**src/rtl/vgs_pkg.sv**
```systemverilog
package vgs_pkg;

    localparam int POS_W = 10;
    localparam int ORG_W = 18;
    localparam int DIR_W = 16;
    localparam int MAP_W = 12;
    localparam int NUM_W = 9;
    localparam int DEN_W = 16;
    localparam int P_W   = 35;
    localparam int STEP_W = 10;
    localparam int IN_DATA_W  = 152;
    localparam int OUT_DATA_W = 56;
    localparam int RESET_STEPS = 1000;

    localparam logic [1:0] OP_READ  = 2'd0;
    localparam logic [1:0] OP_WRITE = 2'd1;
    localparam logic [1:0] OP_RAY   = 2'd2;
    localparam logic [1:0] OP_CLEAR = 2'd3;

    localparam logic [1:0] KIND_READ  = 2'd0;
    localparam logic [1:0] KIND_WRITE = 2'd1;
    localparam logic [1:0] KIND_RAY   = 2'd2;
    localparam logic [1:0] KIND_CLEAR = 2'd3;

    localparam logic REG_MAX_STEPS = 1'b0;
    localparam logic REG_AIR_CODE  = 1'b1;

    localparam logic [3:0] CMD_NONE       = 4'd0;
    localparam logic [3:0] CMD_CLR        = 4'd1;
    localparam logic [3:0] CMD_LOAD       = 4'd2;
    localparam logic [3:0] CMD_ADDR1      = 4'd3;
    localparam logic [3:0] CMD_ADDR2      = 4'd4;
    localparam logic [3:0] CMD_MEMRD      = 4'd5;
    localparam logic [3:0] CMD_EMIT_READ  = 4'd6;
    localparam logic [3:0] CMD_WCHK       = 4'd7;
    localparam logic [3:0] CMD_MASK       = 4'd8;
    localparam logic [3:0] CMD_EMIT_DIRTY = 4'd9;
    localparam logic [3:0] CMD_EMIT_CLEAR = 4'd10;
    localparam logic [3:0] CMD_MUL        = 4'd11;
    localparam logic [3:0] CMD_STEP       = 4'd12;
    localparam logic [3:0] CMD_EMIT_RAY   = 4'd13;
    localparam logic [3:0] CMD_EMIT_NOHIT = 4'd14;

    typedef struct packed {
        logic [3:0] op;
    } cmd_t;

    typedef struct packed {
        logic clr_done;
        logic out_free;
        logic k_last;
        logic trivial;
        logic ray_hit;
        logic steps_done;
        logic emit_last;
    } stat_t;

    typedef struct packed {
        logic [1:0]              opcode;
        logic signed [POS_W-1:0] pos_x;
        logic signed [POS_W-1:0] pos_y;
        logic signed [POS_W-1:0] pos_z;
        logic [7:0]              new_type;
        logic [5:0]              chunk_sel;
        logic signed [ORG_W-1:0] origin_x;
        logic signed [ORG_W-1:0] origin_y;
        logic signed [ORG_W-1:0] origin_z;
        logic signed [DIR_W-1:0] dir_x;
        logic signed [DIR_W-1:0] dir_y;
        logic signed [DIR_W-1:0] dir_z;
    } in_t;

    typedef struct packed {
        logic [1:0]              result_kind;
        logic [7:0]              type_out;
        logic                    dirty_valid;
        logic [5:0]              dirty_chunk;
        logic                    hit;
        logic signed [MAP_W-1:0] hit_x;
        logic signed [MAP_W-1:0] hit_y;
        logic signed [MAP_W-1:0] hit_z;
        logic [2:0]              hit_face;
        logic                    last;
    } res_t;

endpackage

```
**src/rtl/vgs_ctrl.sv**
```systemverilog
module vgs_ctrl (
    input  logic           clk,
    input  logic           rst_n,
    input  logic           in_valid,
    input  logic [1:0]     in_opcode,
    input  vgs_pkg::stat_t stat,
    output logic           in_ready,
    output vgs_pkg::cmd_t  cmd
);
    import vgs_pkg::*;

    localparam logic [3:0] S_CLR    = 4'd0;
    localparam logic [3:0] S_IDLE   = 4'd1;
    localparam logic [3:0] S_A1     = 4'd2;
    localparam logic [3:0] S_A2     = 4'd3;
    localparam logic [3:0] S_MEM    = 4'd4;
    localparam logic [3:0] S_RDOUT  = 4'd5;
    localparam logic [3:0] S_WCHK   = 4'd6;
    localparam logic [3:0] S_WMASK  = 4'd7;
    localparam logic [3:0] S_WEMIT  = 4'd8;
    localparam logic [3:0] S_CLRACK = 4'd9;
    localparam logic [3:0] S_RINIT  = 4'd10;
    localparam logic [3:0] S_RMUL   = 4'd11;
    localparam logic [3:0] S_RSTEP  = 4'd12;
    localparam logic [3:0] S_RCHK   = 4'd13;

    logic [3:0] state_reg, state_next;
    logic [1:0] op_reg, op_next;

    always_ff @(posedge clk or negedge rst_n)
    begin
        if (!rst_n)
        begin
            state_reg <= S_CLR;
            op_reg    <= OP_READ;
        end
        else
        begin
            state_reg <= state_next;
            op_reg    <= op_next;
        end
    end

    always_comb
    begin
        state_next = state_reg;
        op_next    = op_reg;
        in_ready   = 1'b0;
        cmd.op     = CMD_NONE;
        unique case (state_reg)
            S_CLR:
            begin
                cmd.op = CMD_CLR;
                if (stat.clr_done)
                    state_next = S_IDLE;
            end
            S_IDLE:
            begin
                in_ready = 1'b1;
                if (in_valid)
                begin
                    cmd.op  = CMD_LOAD;
                    op_next = in_opcode;
                    unique case (in_opcode)
                        OP_READ, OP_WRITE: state_next = S_A1;
                        OP_RAY:            state_next = S_RINIT;
                        OP_CLEAR:          state_next = S_CLRACK;
                    endcase
                end
            end
            S_A1:
            begin
                cmd.op     = CMD_ADDR1;
                state_next = S_A2;
            end
            S_A2:
            begin
                cmd.op     = CMD_ADDR2;
                state_next = S_MEM;
            end
            S_MEM:
            begin
                cmd.op = CMD_MEMRD;
                case (op_reg)
                    OP_READ:  state_next = S_RDOUT;
                    OP_WRITE: state_next = S_WCHK;
                    default:  state_next = S_RCHK;
                endcase
            end
            S_RDOUT:
            begin
                if (stat.out_free)
                begin
                    cmd.op     = CMD_EMIT_READ;
                    state_next = S_IDLE;
                end
            end
            S_WCHK:
            begin
                cmd.op     = CMD_WCHK;
                state_next = S_WMASK;
            end
            S_WMASK:
            begin
                cmd.op     = CMD_MASK;
                state_next = S_WEMIT;
            end
            S_WEMIT:
            begin
                if (stat.out_free)
                begin
                    cmd.op = CMD_EMIT_DIRTY;
                    if (stat.emit_last)
                        state_next = S_IDLE;
                end
            end
            S_CLRACK:
            begin
                if (stat.out_free)
                begin
                    cmd.op     = CMD_EMIT_CLEAR;
                    state_next = S_IDLE;
                end
            end
            S_RINIT:
            begin
                if (!stat.trivial)
                    state_next = S_RMUL;
                else if (stat.out_free)
                begin
                    cmd.op     = CMD_EMIT_NOHIT;
                    state_next = S_IDLE;
                end
            end
            S_RMUL:
            begin
                cmd.op = CMD_MUL;
                if (stat.k_last)
                    state_next = S_RSTEP;
            end
            S_RSTEP:
            begin
                cmd.op     = CMD_STEP;
                state_next = S_A1;
            end
            S_RCHK:
            begin
                if (!(stat.ray_hit || stat.steps_done))
                    state_next = S_RSTEP;
                else if (stat.out_free)
                begin
                    cmd.op     = CMD_EMIT_RAY;
                    state_next = S_IDLE;
                end
            end
            default: state_next = S_IDLE;
        endcase
    end

    a_no_accept_in_clear: assert property (@(posedge clk) disable iff (!rst_n)
        (state_reg == S_CLR) |-> !in_ready)
        else $error("request accepted during memory clearing pass");

    a_emit_needs_room: assert property (@(posedge clk) disable iff (!rst_n)
        (cmd.op == CMD_EMIT_READ || cmd.op == CMD_EMIT_DIRTY || cmd.op == CMD_EMIT_CLEAR ||
         cmd.op == CMD_EMIT_RAY || cmd.op == CMD_EMIT_NOHIT) |-> stat.out_free)
        else $error("result issued while output register is occupied");

    a_busy_after_accept: assert property (@(posedge clk) disable iff (!rst_n)
        (in_valid && in_ready) |=> (state_reg != S_IDLE))
        else $error("controller stayed idle after accepting a request");

endmodule

```
**config.mk**
```make
export PLATFORM = sky130hd
export DESIGN_NAME = vgs_ctrl
export DESIGN_NICKNAME = d
export VERILOG_FILES = /design/src/rtl/vgs_pkg.sv /design/src/rtl/vgs_ctrl.sv
export SDC_FILE = /design/constraint.sdc
export NUM_CORES = 1
export LEC_CHECK = 0
export ABC_AREA = 1
export CORE_MARGIN = 4
export CORE_UTILIZATION = 35
export CTS_CLUSTER_DIAMETER = 120
export DETAILED_ROUTE_END_ITERATION = 8
export DONT_BUFFER_PORTS = 1
export GPL_TIMING_DRIVEN = 0
export SETUP_SLACK_MARGIN = 0.15
export SLEW_MARGIN = 20
export SYNTH_ARGS = -nofsm -noshare
export SYNTH_HDL_FRONTEND = slang
export SYNTH_SLANG_ARGS = --single-unit
```
**constraint.sdc**
```tcl
create_clock -name clk -period 3.1 [get_ports clk]
set_input_delay 0.465 -clock clk [delete_from_list [all_inputs] [get_ports clk]]
set_output_delay 0.465 -clock clk [all_outputs]
set_load 0.01 [all_outputs]
```
==> flow_summary.toml <==
[critical_path]
startpoint_type = "register"
critPathMaxFanout = 7
crit_type = "reg2out"
critPathArrivalTime_ns = 1.61
max_stage_delay_ns = 0.46
required_ns = 2.63
endpoint_kind = "output port"
cpMaxStageDelayCell = "dfrtp_1"
critical_path.most_common_cell = "nor2_1"
path_cells = "nor2_1, inv_1, nor2_1, nand2_1, o2111ai_1"

[layout]
largest_reg_flops = 4
nFillCells = 201
layout_common_cells = "nand2_1, inv_1, nor2_1, nand3_1, dfrtp_1"
multi_input_area_sq_um = 415
register_area_sq_um = 150
area_growth_pct = 9.57
final_common_cell = "nand2_1"
antennaDiodeCount = 0
final_cell_area_sq_um = 731
layout-drive-gt1-share_pct = 8.00
nets = 139

[min_path]
hold_class = "in2reg"

[power]
p_sw_share_pct = 53.4
leakagePower_nw = 0.454
power_frac_comb_pct = 63.4
peakVddDrop_uv = 530
p_seq_share_pct = 24.9
power.internal_w = 0.000272
p_per_area_mw_per_mm2 = 798
p_sw_w = 0.000311
pwr-share-clk_pct = 11.7
total_power_w = 0.000583

[sta]
setup_tns_ns = 0
period_needed_ns = 2.08
setup_viol = 0
grt_setup_unrepaired = "no"
fin_skew_ns = 0.00334
slew_headroom_pct = 66.7
hold_viol_final = 0
tightest_slew_ns = 0.498
fin_crit_sh_pct = 67.1
slew_violations = 0
max_freq_ghz = 0.481

[drt]
wire_per_inst_microns = 11.7
dr_total_vias = 788
wirelength_microns = 1760
ant_nets = 0
drc = 0
drt_iter0_markers = 37
vias_per_cell = 5.25
drtPass1Iterations = 4

[clock_tree]
cts_setup_buffers = 0
cts_root_buf = "clkbuf_4"
clk_path_buf_depth = 2
cts_buffers = 3
cts_htree_levels = 1
clk_latency_ns = 0.24
cts_resized = 0
cts_sinks = 6
clk_pin_slew_ns = 0.04
tritoncts = "done"

[global_route]
antenna_found_initial = 0
grt_max_degree = 9
grt_pass1_vias = 750
grt_pass1_wl_microns = 2960
grt.overflow.total = 0
grt.total_usage_pct = 14.9

[die]
fp.dieW_microns = 51.7
io_pins = 17
start_util_pct = 37.8
die_y_microns = 51.7
die_area_sq_mm = 0.00267
num_rows = 15
core_sq_mm = 0.00176

[synth]
ys_ff_latch = 6
synthSimpleGateAreaFrac_pct = 52.9
netlist_area_sq_um = 667
synthCells = 121
syn_area_per_cell_sq_um = 5.51
synth.net_count = 133
ys_seq_area_share_pct = 22.5
ys_types = 18
yosysWarningCount = 0
synth_top_family_by_area = "simple AND/OR/NAND/NOR gates"
synth_xor_xnor_area_share_pct = 0
synthMuxAreaShare_pct = 0
synth_compound_area_share_pct = 9.38
synth-adder-area-share_pct = 0

[placement]
gp_congestion = 0.922
dpl_cell_area_sq_um = 698
hpwl_microns = 1430
portBuffers = 0

[run]
maxCapViolCount = 0

[run_status]
outcome = "finished, final reports clean"
-- routing by layer --
metal / GRT usage [%] / vias up / part of all wire (%)
li1: - / 390 / -
met1: 18.3 / 347 / 45
met2: 21.8 / 44 / 44
met5: 0 / - / 0
met4: 10.0 / 0 / 2.3
met3: 5.16 / 7 / 8.8
-- cell type report --
class | count | share of cell area (%)
multi-input combinational | 90 | 56.8
sequential | 6 | 20.5
inverter | 24 | 12.3
tap | 25 | 4.28
clock buffer | 3 | 3.08
buffer | 1 | 1.54
timing repair buffer | 1 | 1.37
-- synth_stat cells (all sizes together) --
master | number | share of area, %
buf | 1 | 1.7
nor2 | 15 | 11
o21ai | 5 | 3.8
dfrtp | 6 | 23
o211ai | 1 | 1.1
nand3 | 12 | 9.0
a21oi | 1 | 0.75
inv | 24 | 14
nand4 | 4 | 3.8
o2111ai | 2 | 2.6
o21bai | 1 | 1.1
nor3 | 2 | 1.5
nand2 | 47 | 28
-- timing repair --
item                                    CTS  global route
endpoints found under the setup margin    0             0
hold buffers                              1             0
endpoints found under the hold margin     6             0
-- power by group through the flow --
stage	registers, W	clock network [W]	logic [W]
global placement	0.000144	0	0.000365
detailed placement	0.000144	0	0.000363
CTS	0.000144	0.0000696	0.000366
floorplan	0.000135	0	0.000297
global route	0.000150	0.0000757	0.000420
finish	0.000145	0.0000683	0.000370
-- metrics by stage --
stage	utilization, %	cells	hold WS (ns)	setup slack [ns]
after detailed placement	39.6	146	0.170	1.31
after global routing	41.4	150	0.352	0.886
after global placement	39.6	146	0.170	1.29
after floorplan	-	121	0.169	1.52
final	41.4	150	0.344	1.02
after CTS	41.4	150	0.342	1.05
-- worst paths after layout --
kind / slack (ns) / end / cells past startpoint / from
max in group asynchronous: 2.36 / state_reg[1] / 1 / rst_n
max: 1.02 / cmd[0] / 5 / state_reg[0]
min reg2reg: 0.51 / op_reg[0] / 2 / op_reg[0]
max reg2reg: 1.56 / state_reg[3] / 8 / state_reg[0]
min: 0.34 / op_reg[0] / 2 / in_opcode[0]
min in group asynchronous: 0.53 / op_reg[1] / 1 / rst_n
-- logic make-up (layout without fill, tap and decap cells) --
group | count (synthesis) | after routing
compound gates | 10 | 10
buf+inv | 25 | 29
simple gates | 80 | 80
flops | 6 | 6
-- worst max-delay path, delay by kind of cell (launching register included) --
kind,cells,cell delay [ns]
flip-flops,1,0.46
buffers and inverters,1,0.08
AND/OR/NAND/NOR,3,0.66
AO/OA/AOI/OAI,1,0.17
Power figures use the tool's default switching activity.
